$ cat src/skfb_pkg.sv
// Shared widths, register indexes, reset values and the sequencer control
// struct for the scalar Kalman filter bank. Depends on nothing.

package skfb_pkg;

    localparam int SKFB_CHANNELS = 16;

    localparam int CH_W   = 4;
    localparam int SMP_W  = 32;
    localparam int VAR_W  = 32;
    localparam int FRAC_W = 24;
    localparam int K_W    = FRAC_W + 1;
    localparam int STEP_W = $clog2(K_W);
    localparam int DIFF_W = SMP_W + 1;
    localparam int DEN_W  = VAR_W + 1;
    localparam int PD_W   = DIFF_W + K_W;
    localparam int PP_W   = VAR_W + FRAC_W;

    localparam int CFG_IDX_W = 2;
    localparam int CFG_W     = 32;

    localparam logic [CFG_IDX_W-1:0] REG_PROCESS_NOISE     = 2'd0;
    localparam logic [CFG_IDX_W-1:0] REG_MEASUREMENT_NOISE = 2'd1;
    localparam logic [CFG_IDX_W-1:0] REG_INIT_VARIANCE     = 2'd2;

    localparam logic [CFG_W-1:0] PROCESS_NOISE_RST     = 32'd577975;
    localparam logic [CFG_W-1:0] MEASUREMENT_NOISE_RST = 32'd1174405;
    localparam logic [CFG_W-1:0] INIT_VARIANCE_RST     = 32'd167772;

    typedef struct packed {
        logic load;
        logic first;
        logic step;
        logic round;
    } skfb_ctl_t;

endpackage

$ cat src/scalar_kalman_filter_bank.sv
// Bank of one-dimensional Kalman filters (A = H = 1), one per channel. A filter
// update goes from the input transfer through the RAM read, the predict step, the
// load, the radix-2 gain divider whose quotient bits drive the two serial
// multiply-accumulators as they appear, rounding, the write-back and the output
// load. A restart, the first item after reset and an out-of-range channel pass
// the sample through. A restart re-seeds all channels at once through per-channel
// fresh flags; there is no clearing pass.
// The result sits in an output register, so the next item is taken while it waits.
// Write configuration only while the block is idle.
// Depends on skfb_pkg, skfb_ram, skfb_gain and skfb_update.

module scalar_kalman_filter_bank #(
    parameter int CHANNELS = skfb_pkg::SKFB_CHANNELS
) (
    input  logic                                 aclk,
    input  logic                                 aresetn,
    input  logic                                 cfg_wen,
    input  logic        [skfb_pkg::CFG_IDX_W-1:0] cfg_index,
    input  logic        [skfb_pkg::CFG_W-1:0]    cfg_wdata,
    input  logic                                 s_valid,
    output logic                                 s_ready,
    input  logic        [skfb_pkg::CH_W-1:0]     s_channel,
    input  logic signed [skfb_pkg::SMP_W-1:0]    s_sample,
    input  logic                                 s_restart,
    output logic                                 m_valid,
    input  logic                                 m_ready,
    output logic signed [skfb_pkg::SMP_W-1:0]    m_estimate
);
    import skfb_pkg::*;

    localparam int ADDR_W = (CHANNELS > 1) ? $clog2(CHANNELS) : 1;
    localparam int RAM_W  = SMP_W + VAR_W;
    localparam logic [STEP_W-1:0] LAST_STEP = STEP_W'(K_W - 1);

    typedef enum logic [6:0] {
        S_IDLE  = 7'b0000001,
        S_READ  = 7'b0000010,
        S_PREP  = 7'b0000100,
        S_DIV   = 7'b0001000,
        S_ROUND = 7'b0010000,
        S_WRITE = 7'b0100000,
        S_OUT   = 7'b1000000
    } state_t;

    state_t                    state_reg, state_next;
    logic                      seeded_reg, seeded_next;
    logic [CHANNELS-1:0]       fresh_reg, fresh_next;
    logic [CFG_W-1:0]          process_noise_reg, process_noise_next;
    logic [CFG_W-1:0]          measurement_noise_reg, measurement_noise_next;
    logic [CFG_W-1:0]          init_variance_reg, init_variance_next;
    logic                      m_valid_reg, m_valid_next;
    logic [STEP_W-1:0]         step_reg, step_next;

    logic signed [SMP_W-1:0]   seed_est_reg, seed_est_next;
    logic        [VAR_W-1:0]   seed_var_reg, seed_var_next;
    logic        [ADDR_W-1:0]  ch_reg, ch_next;
    logic signed [SMP_W-1:0]   z_reg, z_next;
    logic signed [SMP_W-1:0]   x_reg, x_next;
    logic        [VAR_W-1:0]   p_reg, p_next;
    logic signed [SMP_W-1:0]   res_reg, res_next;
    logic signed [SMP_W-1:0]   m_estimate_reg, m_estimate_next;

    logic                      s_accept;
    logic                      reseed;
    logic                      in_range;
    logic                      out_free;
    logic [RAM_W-1:0]          ram_rdata;
    logic [RAM_W-1:0]          ram_wdata;
    logic                      ram_we;
    logic signed [SMP_W-1:0]   rd_est;
    logic        [VAR_W-1:0]   rd_var;
    logic        [VAR_W:0]     p_sum;
    logic        [VAR_W-1:0]   p_sat;
    logic                      kbit;
    logic signed [SMP_W-1:0]   x_new;
    logic        [VAR_W-1:0]   p_new;
    skfb_ctl_t                 ctl;

    assign s_ready    = (state_reg == S_IDLE);
    assign s_accept   = s_valid && s_ready;
    assign m_valid    = m_valid_reg;
    assign m_estimate = m_estimate_reg;

    always_comb begin
        reseed    = !seeded_reg || s_restart;
        in_range  = (32'(s_channel) < 32'(CHANNELS));
        out_free  = !m_valid_reg || m_ready;
        rd_est    = fresh_reg[ch_reg] ? ram_rdata[RAM_W-1:VAR_W] : seed_est_reg;
        rd_var    = fresh_reg[ch_reg] ? ram_rdata[VAR_W-1:0] : seed_var_reg;
        p_sum     = {1'b0, rd_var} + {1'b0, process_noise_reg};
        p_sat     = p_sum[VAR_W] ? '1 : p_sum[VAR_W-1:0];
        ram_we    = (state_reg == S_WRITE);
        ram_wdata = {x_new, p_new};

        ctl.load  = (state_reg == S_PREP);
        ctl.step  = (state_reg == S_DIV);
        ctl.first = (step_reg == '0);
        ctl.round = (state_reg == S_ROUND);
    end

    always_comb begin
        state_next             = state_reg;
        seeded_next            = seeded_reg;
        fresh_next             = fresh_reg;
        process_noise_next     = process_noise_reg;
        measurement_noise_next = measurement_noise_reg;
        init_variance_next     = init_variance_reg;
        m_valid_next           = m_valid_reg;
        step_next              = step_reg;
        seed_est_next          = seed_est_reg;
        seed_var_next          = seed_var_reg;
        ch_next                = ch_reg;
        z_next                 = z_reg;
        x_next                 = x_reg;
        p_next                 = p_reg;
        res_next               = res_reg;
        m_estimate_next        = m_estimate_reg;

        if (cfg_wen) begin
            unique case (cfg_index)
                REG_PROCESS_NOISE:     process_noise_next     = cfg_wdata;
                REG_MEASUREMENT_NOISE: measurement_noise_next = cfg_wdata;
                REG_INIT_VARIANCE:     init_variance_next     = cfg_wdata;
                default: ;
            endcase
        end

        if (m_valid_reg && m_ready) begin
            m_valid_next = 1'b0;
        end

        unique case (state_reg)
            S_IDLE: begin
                if (s_accept) begin
                    ch_next  = ADDR_W'(s_channel);
                    z_next   = s_sample;
                    res_next = s_sample;
                    if (reseed) begin
                        seeded_next   = 1'b1;
                        fresh_next    = '0;
                        seed_est_next = s_sample;
                        seed_var_next = init_variance_reg;
                        state_next    = S_OUT;
                    end else if (in_range) begin
                        state_next = S_READ;
                    end else begin
                        state_next = S_OUT;
                    end
                end
            end
            S_READ: begin
                x_next     = rd_est;
                p_next     = p_sat;
                state_next = S_PREP;
            end
            S_PREP: begin
                step_next  = '0;
                state_next = S_DIV;
            end
            S_DIV: begin
                step_next = step_reg + 1'b1;
                if (step_reg == LAST_STEP) begin
                    state_next = S_ROUND;
                end
            end
            S_ROUND: begin
                state_next = S_WRITE;
            end
            S_WRITE: begin
                fresh_next[ch_reg] = 1'b1;
                res_next           = x_new;
                state_next         = S_OUT;
            end
            S_OUT: begin
                if (out_free) begin
                    m_valid_next    = 1'b1;
                    m_estimate_next = res_reg;
                    state_next      = S_IDLE;
                end
            end
            default: begin
                state_next = S_IDLE;
            end
        endcase
    end

    always_ff @(posedge aclk) begin
        if (!aresetn) begin
            state_reg             <= S_IDLE;
            seeded_reg            <= 1'b0;
            fresh_reg             <= '0;
            process_noise_reg     <= PROCESS_NOISE_RST;
            measurement_noise_reg <= MEASUREMENT_NOISE_RST;
            init_variance_reg     <= INIT_VARIANCE_RST;
            m_valid_reg           <= 1'b0;
            step_reg              <= '0;
        end else begin
            state_reg             <= state_next;
            seeded_reg            <= seeded_next;
            fresh_reg             <= fresh_next;
            process_noise_reg     <= process_noise_next;
            measurement_noise_reg <= measurement_noise_next;
            init_variance_reg     <= init_variance_next;
            m_valid_reg           <= m_valid_next;
            step_reg              <= step_next;
        end
    end

    always_ff @(posedge aclk) begin
        seed_est_reg   <= seed_est_next;
        seed_var_reg   <= seed_var_next;
        ch_reg         <= ch_next;
        z_reg          <= z_next;
        x_reg          <= x_next;
        p_reg          <= p_next;
        res_reg        <= res_next;
        m_estimate_reg <= m_estimate_next;
    end

    skfb_ram #(
        .WIDTH (RAM_W),
        .DEPTH (CHANNELS),
        .AW    (ADDR_W)
    ) u_state_ram (
        .aclk  (aclk),
        .we    (ram_we),
        .waddr (ch_reg),
        .wdata (ram_wdata),
        .re    (s_accept),
        .raddr (ADDR_W'(s_channel)),
        .rdata (ram_rdata)
    );

    skfb_gain u_gain (
        .aclk    (aclk),
        .ctl     (ctl),
        .p       (p_reg),
        .r_noise (measurement_noise_reg),
        .kbit    (kbit)
    );

    skfb_update u_update (
        .aclk  (aclk),
        .ctl   (ctl),
        .kbit  (kbit),
        .z     (z_reg),
        .x     (x_reg),
        .p     (p_reg),
        .x_new (x_new),
        .p_new (p_new)
    );

endmodule

$ cat src/skfb_ram.sv
// Generic single-write, single-read RAM with a registered read port.
// Depends on nothing.

module skfb_ram #(
    parameter int WIDTH = 64,
    parameter int DEPTH = 16,
    parameter int AW    = (DEPTH > 1) ? $clog2(DEPTH) : 1
) (
    input  logic             aclk,
    input  logic             we,
    input  logic [AW-1:0]    waddr,
    input  logic [WIDTH-1:0] wdata,
    input  logic             re,
    input  logic [AW-1:0]    raddr,
    output logic [WIDTH-1:0] rdata
);

    logic [WIDTH-1:0] mem [DEPTH];
    logic [WIDTH-1:0] rdata_reg;

    always_ff @(posedge aclk) begin
        if (we) begin
            mem[waddr] <= wdata;
        end
        if (re) begin
            rdata_reg <= mem[raddr];
        end
    end

    assign rdata = rdata_reg;

endmodule

$ cat src/skfb_gain.sv
// Radix-2 restoring divider for the gain k = p * 2^24 / (p + R), one
// quotient bit per step, most significant first. Depends on skfb_pkg.

module skfb_gain (
    input  logic                         aclk,
    input  skfb_pkg::skfb_ctl_t          ctl,
    input  logic [skfb_pkg::VAR_W-1:0]   p,
    input  logic [skfb_pkg::VAR_W-1:0]   r_noise,
    output logic                         kbit
);
    import skfb_pkg::*;

    logic [DEN_W-1:0] den_reg, den_next;
    logic [DEN_W-1:0] rem_reg, rem_next;
    logic [DEN_W:0]   trial;
    logic [DEN_W:0]   den_ext;
    logic [DEN_W:0]   diff;
    logic             ge;

    always_comb begin
        den_ext  = {1'b0, den_reg};
        trial    = ctl.first ? {1'b0, rem_reg} : {rem_reg, 1'b0};
        diff     = trial - den_ext;
        ge       = (trial >= den_ext);
        kbit     = ge && (den_reg != '0);
        den_next = den_reg;
        rem_next = rem_reg;
        if (ctl.load) begin
            den_next = {1'b0, p} + {1'b0, r_noise};
            rem_next = {1'b0, p};
        end else if (ctl.step) begin
            rem_next = ge ? diff[DEN_W-1:0] : trial[DEN_W-1:0];
        end
    end

    always_ff @(posedge aclk) begin
        den_reg <= den_next;
        rem_reg <= rem_next;
    end

endmodule

$ cat src/skfb_update.sv
// Bit-serial multiply-accumulate of the gain bits against the innovation
// and the predicted variance, then rounding and the state update.
// Depends on skfb_pkg.

module skfb_update (
    input  logic                              aclk,
    input  skfb_pkg::skfb_ctl_t               ctl,
    input  logic                              kbit,
    input  logic signed [skfb_pkg::SMP_W-1:0] z,
    input  logic signed [skfb_pkg::SMP_W-1:0] x,
    input  logic        [skfb_pkg::VAR_W-1:0] p,
    output logic signed [skfb_pkg::SMP_W-1:0] x_new,
    output logic        [skfb_pkg::VAR_W-1:0] p_new
);
    import skfb_pkg::*;

    localparam int TD_W = PD_W - FRAC_W;
    localparam logic [PD_W-1:0] HALF_D = {{(PD_W-FRAC_W){1'b0}}, 1'b1, {(FRAC_W-1){1'b0}}};
    localparam logic [PP_W-1:0] CEIL_P = {{(PP_W-FRAC_W){1'b0}}, {FRAC_W{1'b1}}};

    logic signed [DIFF_W-1:0] d_reg, d_next;
    logic signed [PD_W-1:0]   accd_reg, accd_next;
    logic        [PP_W-1:0]   accp_reg, accp_next;
    logic signed [TD_W-1:0]   td_reg, td_next;
    logic        [VAR_W-1:0]  tp_reg, tp_next;
    logic        [PD_W-1:0]   accd_round;
    logic        [PP_W-1:0]   accp_round;
    logic        [TD_W-1:0]   x_sum;

    always_comb begin
        accd_round = accd_reg + HALF_D;
        accp_round = accp_reg + CEIL_P;
        x_sum      = {{(TD_W-SMP_W){x[SMP_W-1]}}, x} + td_reg;
        x_new      = x_sum[SMP_W-1:0];
        p_new      = p - tp_reg;

        d_next    = d_reg;
        accd_next = accd_reg;
        accp_next = accp_reg;
        td_next   = td_reg;
        tp_next   = tp_reg;
        if (ctl.load) begin
            d_next    = {z[SMP_W-1], z} - {x[SMP_W-1], x};
            accd_next = '0;
            accp_next = '0;
        end else if (ctl.step) begin
            accd_next = (accd_reg <<< 1)
                      + (kbit ? {{(PD_W-DIFF_W){d_reg[DIFF_W-1]}}, d_reg} : '0);
            accp_next = (accp_reg << 1)
                      + (kbit ? {{(PP_W-VAR_W){1'b0}}, p} : '0);
        end else if (ctl.round) begin
            td_next = accd_round[PD_W-1:FRAC_W];
            tp_next = accp_round[PP_W-1:FRAC_W];
        end
    end

    always_ff @(posedge aclk) begin
        d_reg    <= d_next;
        accd_reg <= accd_next;
        accp_reg <= accp_next;
        td_reg   <= td_next;
        tp_reg   <= tp_next;
    end

endmodule

$ cat config.mk
export PLATFORM = sky130hd
export DESIGN_NAME = scalar_kalman_filter_bank
export DESIGN_NICKNAME = d
export VERILOG_FILES = /design/src/skfb_pkg.sv /design/src/scalar_kalman_filter_bank.sv /design/src/skfb_ram.sv /design/src/skfb_gain.sv /design/src/skfb_update.sv
export SDC_FILE = /design/constraint.sdc
export NUM_CORES = 2
export LEC_CHECK = 0
export BUFFER_PORTS_ARGS = -buffer_cell sky130_fd_sc_hd__buf_2
export CAP_MARGIN = 20
export CELL_PAD_IN_SITES_DETAIL_PLACEMENT = 1
export CELL_PAD_IN_SITES_GLOBAL_PLACEMENT = 1
export CORE_AREA = 2 2 502 628
export CTS_BUF_LIST = sky130_fd_sc_hd__clkbuf_8
export DETAILED_ROUTE_END_ITERATION = 10
export DIE_AREA = 0 0 504 630
export HOLD_SLACK_MARGIN = 0.02
export MAX_ROUTING_LAYER = met4
export PLACE_DENSITY = 0.43
export SLEW_MARGIN = 0
export SYNTH_ARGS = -nofsm -noshare
export SYNTH_HDL_FRONTEND = slang
export SYNTH_SLANG_ARGS = --single-unit
export TNS_END_PERCENT = 5
$ cat constraint.sdc
create_clock -name aclk -period 11 [get_ports aclk]
set_clock_uncertainty 0.2 [all_clocks]
set_input_delay 0.55 -clock aclk [delete_from_list [all_inputs] [get_ports aclk]]
set_output_delay 0.55 -clock aclk [all_outputs]
set_load 0.05 [all_outputs]
==> out/results.ini <==
[floorplanning]
die_w_um = 504
pin_count = 110
die_area_um2 = 318000
num_rows = 229
start_util = 0.249
die_height_um = 630
core_area_um2 = 311000

[setup_path]
cp.required_ns = 11.55
crit_slowest_cell = nor2b_4
setup.worst_path.start_class = flop
worstPathMaxFanout = 34
arrival_ns = 8.74
crit_type = reg2reg
r2r_cells = 30
crit_path_end_kind = flop
cp_slowest_stage_delay_ns = 0.65
crit_path_frequent_cell = nand2_1

[power]
p_int_mw = 11.1
seqPwrFrac = 0.500
p_per_area_nw_per_um2 = 172
p_sw_mw = 4.40
clkPwrFrac = 0.353
swShare = 0.285
ir_drop_v = 0.0000743
power_frac_comb = 0.147
p_leak_nw = 31.3
power_mw = 15.5

[routing]
vias_per_cell = 4.62
post_drt_wl_per_cell_um = 24.9
drtPass1Iterations = 4
drtAntennaViolNets = 0
drc = 0
dr_total_vias = 47200
drt_iter0_markers = 2526
wl_mm = 254

[logic_synthesis]
yosys_warnings = 0
ys_async_sr_fraction = 0
synth_fp_nets = 5767
synthCells = 5427
avgSynthCellArea_um2 = 14.3
ys_ff_latch = 1717
synth_edf_count = 1478
synthFlopType = edfxtp_1
syn_area_um2 = 77600
synth_cell_types = 84
yosysSeqAreaShare = 0.634

[global_route]
grt_use_total = 0.162
grt_pass1_vias = 51000
grt_pass1_wl_mm = 366
antenna_found_initial = 30
grt_max_degree = 76
grt_overflow = 0

[clocking]
cts_buffers = 301
cts_tree = done
clk_latency_ns = 0.94
clockRootBuffer = clkbuf_8
htreeDepth = 5
cts.reportedPaths.clkPinSlew_ns = 0.06
cts-resized-gates = 0
cts.sinks = 1717
cts.path.max_buffers = 4

[timing]
fin_crit_sh = 0.744
setup_viol = 0
drv_slew = 0
rsz0062_at_grt = false
tightest_slew_ns = 1.13
fmax_mhz = 122
tns_ns = 0
maxSlewHeadroom = 0.249
period_needed_ns = 8.18
finalHoldViolCount = 0

[layout]
num-fill-cells = 33300
final_area_um2 = 90000
syn2layout_area_growth_pct = 16.0
nets = 6164
largest_register_ffs = 1024
layout-drive-gt1-share = 0.180

[placed_design]
gp_congestion = 0.809
post-dp-hpwl_mm = 162
portBuffers = 109
place_area_um2 = 83700

[worst_hold_path]
hold_path_class = in2reg
whs_path_depth = 1

[status]
status = complete, no violations

[run]
drv_cap = 0

## power by group through the flow
stage                     Clock [mW]  Combinational, mW  Sequential [mW]
final                           5.46               2.28             7.73
after global routing            5.96               2.54             7.76
after CTS                       5.72               2.32             7.73
after detailed placement           0               2.28             7.87
after global placement             0               2.27             7.87
after floorplan                    0               1.68             7.65
## layout make-up
class,count,area (µm²),share of cell area
flip-flops and latches,1717,49200,0.546
multi-input cells,3317,27200,0.302
well taps,4158,5200,0.0578
clock buffers,313,4310,0.0479
repair buffers,314,2390,0.0265
clock inverters,206,1010,0.0113
inverters,173,653,0.00726
diodes,17,42.5,0.000473
## synthesized netlist by cell type (11+ instances only)
cell type,n,area (µm²)
or4_1,11,82.6
edfxtp_1,1478,44400
a211oi_1,29,218
a21o_1,89,668
a32o_1,11,110
xor2_1,118,1030
nor2b_1,45,282
mux2_2,91,1020
nand3_1,99,495
or2_2,16,100
o21ai_0,204,1020
dfxtp_1,239,4780
nor4_1,28,175
mux4_2,325,7320
o21ai_1,19,95.1
nor3_1,92,460
a31oi_1,29,181
nor2_1,262,983
o211ai_1,13,97.6
nand2_1,579,2170
a21boi_0,73,548
and2_1,83,519
xnor2_1,194,1700
o31ai_1,12,90.1
a21oi_1,238,1190
nand4_1,37,231
and4_1,11,96.3
mux2i_1,14,140
or3_1,33,206
ha_1,256,3200
inv_1,173,649
and3_1,39,244
clkbuf_1,182,683
o21a_1,45,338
buf_1,31,116
o21bai_1,25,188
nand2b_1,51,319
## kinds of logic after synthesis
group	after synthesis	synth area share
AO/OA/AOI/OAI	888	0.0729
buffers and inverters	393	0.0192
multiplexers	430	0.109
AND/OR/NAND/NOR	1423	0.0862
XOR/XNOR	312	0.0352
flip-flops	1717	0.634
adder cells (fa/ha/maj)	264	0.0434
## per-layer routing
layer	part of all wire	vias up	track usage
li1	-	21500	-
met1	0.44	24600	0.201
met2	0.50	777	0.272
met3	0.034	363	0.0235
met4	0.028	0	0.0473
met5	0	-	-
## layout by cell type, fill, tap and decap left out, types with 50 or more instances in the layout
cell type / count
a21boi_0: 73
a21o_1: 89
a21oi_1: 237
and2_1: 82
buf_2: 104
buf_4: 120
clkbuf_8: 313
clkinv_1: 55
dfxtp_1: 239
dlygate4sd3_1: 77
edfxtp_1: 1478
ha_1: 256
inv_1: 279
mux2_2: 91
mux4_2: 324
nand2_1: 579
nand2b_1: 50
nand3_1: 98
nor2_1: 256
nor3_1: 82
o21ai_0: 204
xnor2_1: 183
xor2_1: 113
## final timing paths
check	endpoint	slack (ns)	from
max	u_update.accd_reg[47]	2.82	step_reg[0]
min	ch_reg[0]	0.10	s_channel[0]
max reg2reg	u_update.accd_reg[47]	2.82	step_reg[0]
min reg2reg	seed_var_reg[28]	0.18	init_variance_reg[28]
## worst max-delay path, delay by kind of cell (launching register included)
family                   cells  cell delay (ns)
AO/OA/AOI/OAI               11             2.26
XOR/XNOR                     1             0.16
adder cells (fa/ha/maj)      3             1.01
buffers and inverters        3             0.78
flip-flops                   1             0.35
multiplexers                 1             0.19
AND/OR/NAND/NOR             11             3.09
## stage by stage
step / utilization / setup slack (ns) / instances / hold WS (ns)
after floorplan: - / 2.85 / 5427 / 0.200
after global placement: 0.269 / 2.81 / 9592 / 0.201
after detailed placement: 0.269 / 2.64 / 9593 / 0.206
after CTS: 0.289 / 2.62 / 10200 / 0.0231
after global routing: 0.289 / 1.92 / 10200 / 0.0965
final: 0.289 / 2.82 / 10200 / 0.104
## what timing repair did
item,4_1_cts,5_1_grt
hold buffers,77,0
endpoints found under the hold margin,203,0
buffers inserted,0,0
setup endpoints to repair,0,0
Note: power is estimated with default switching activity, not from simulation.
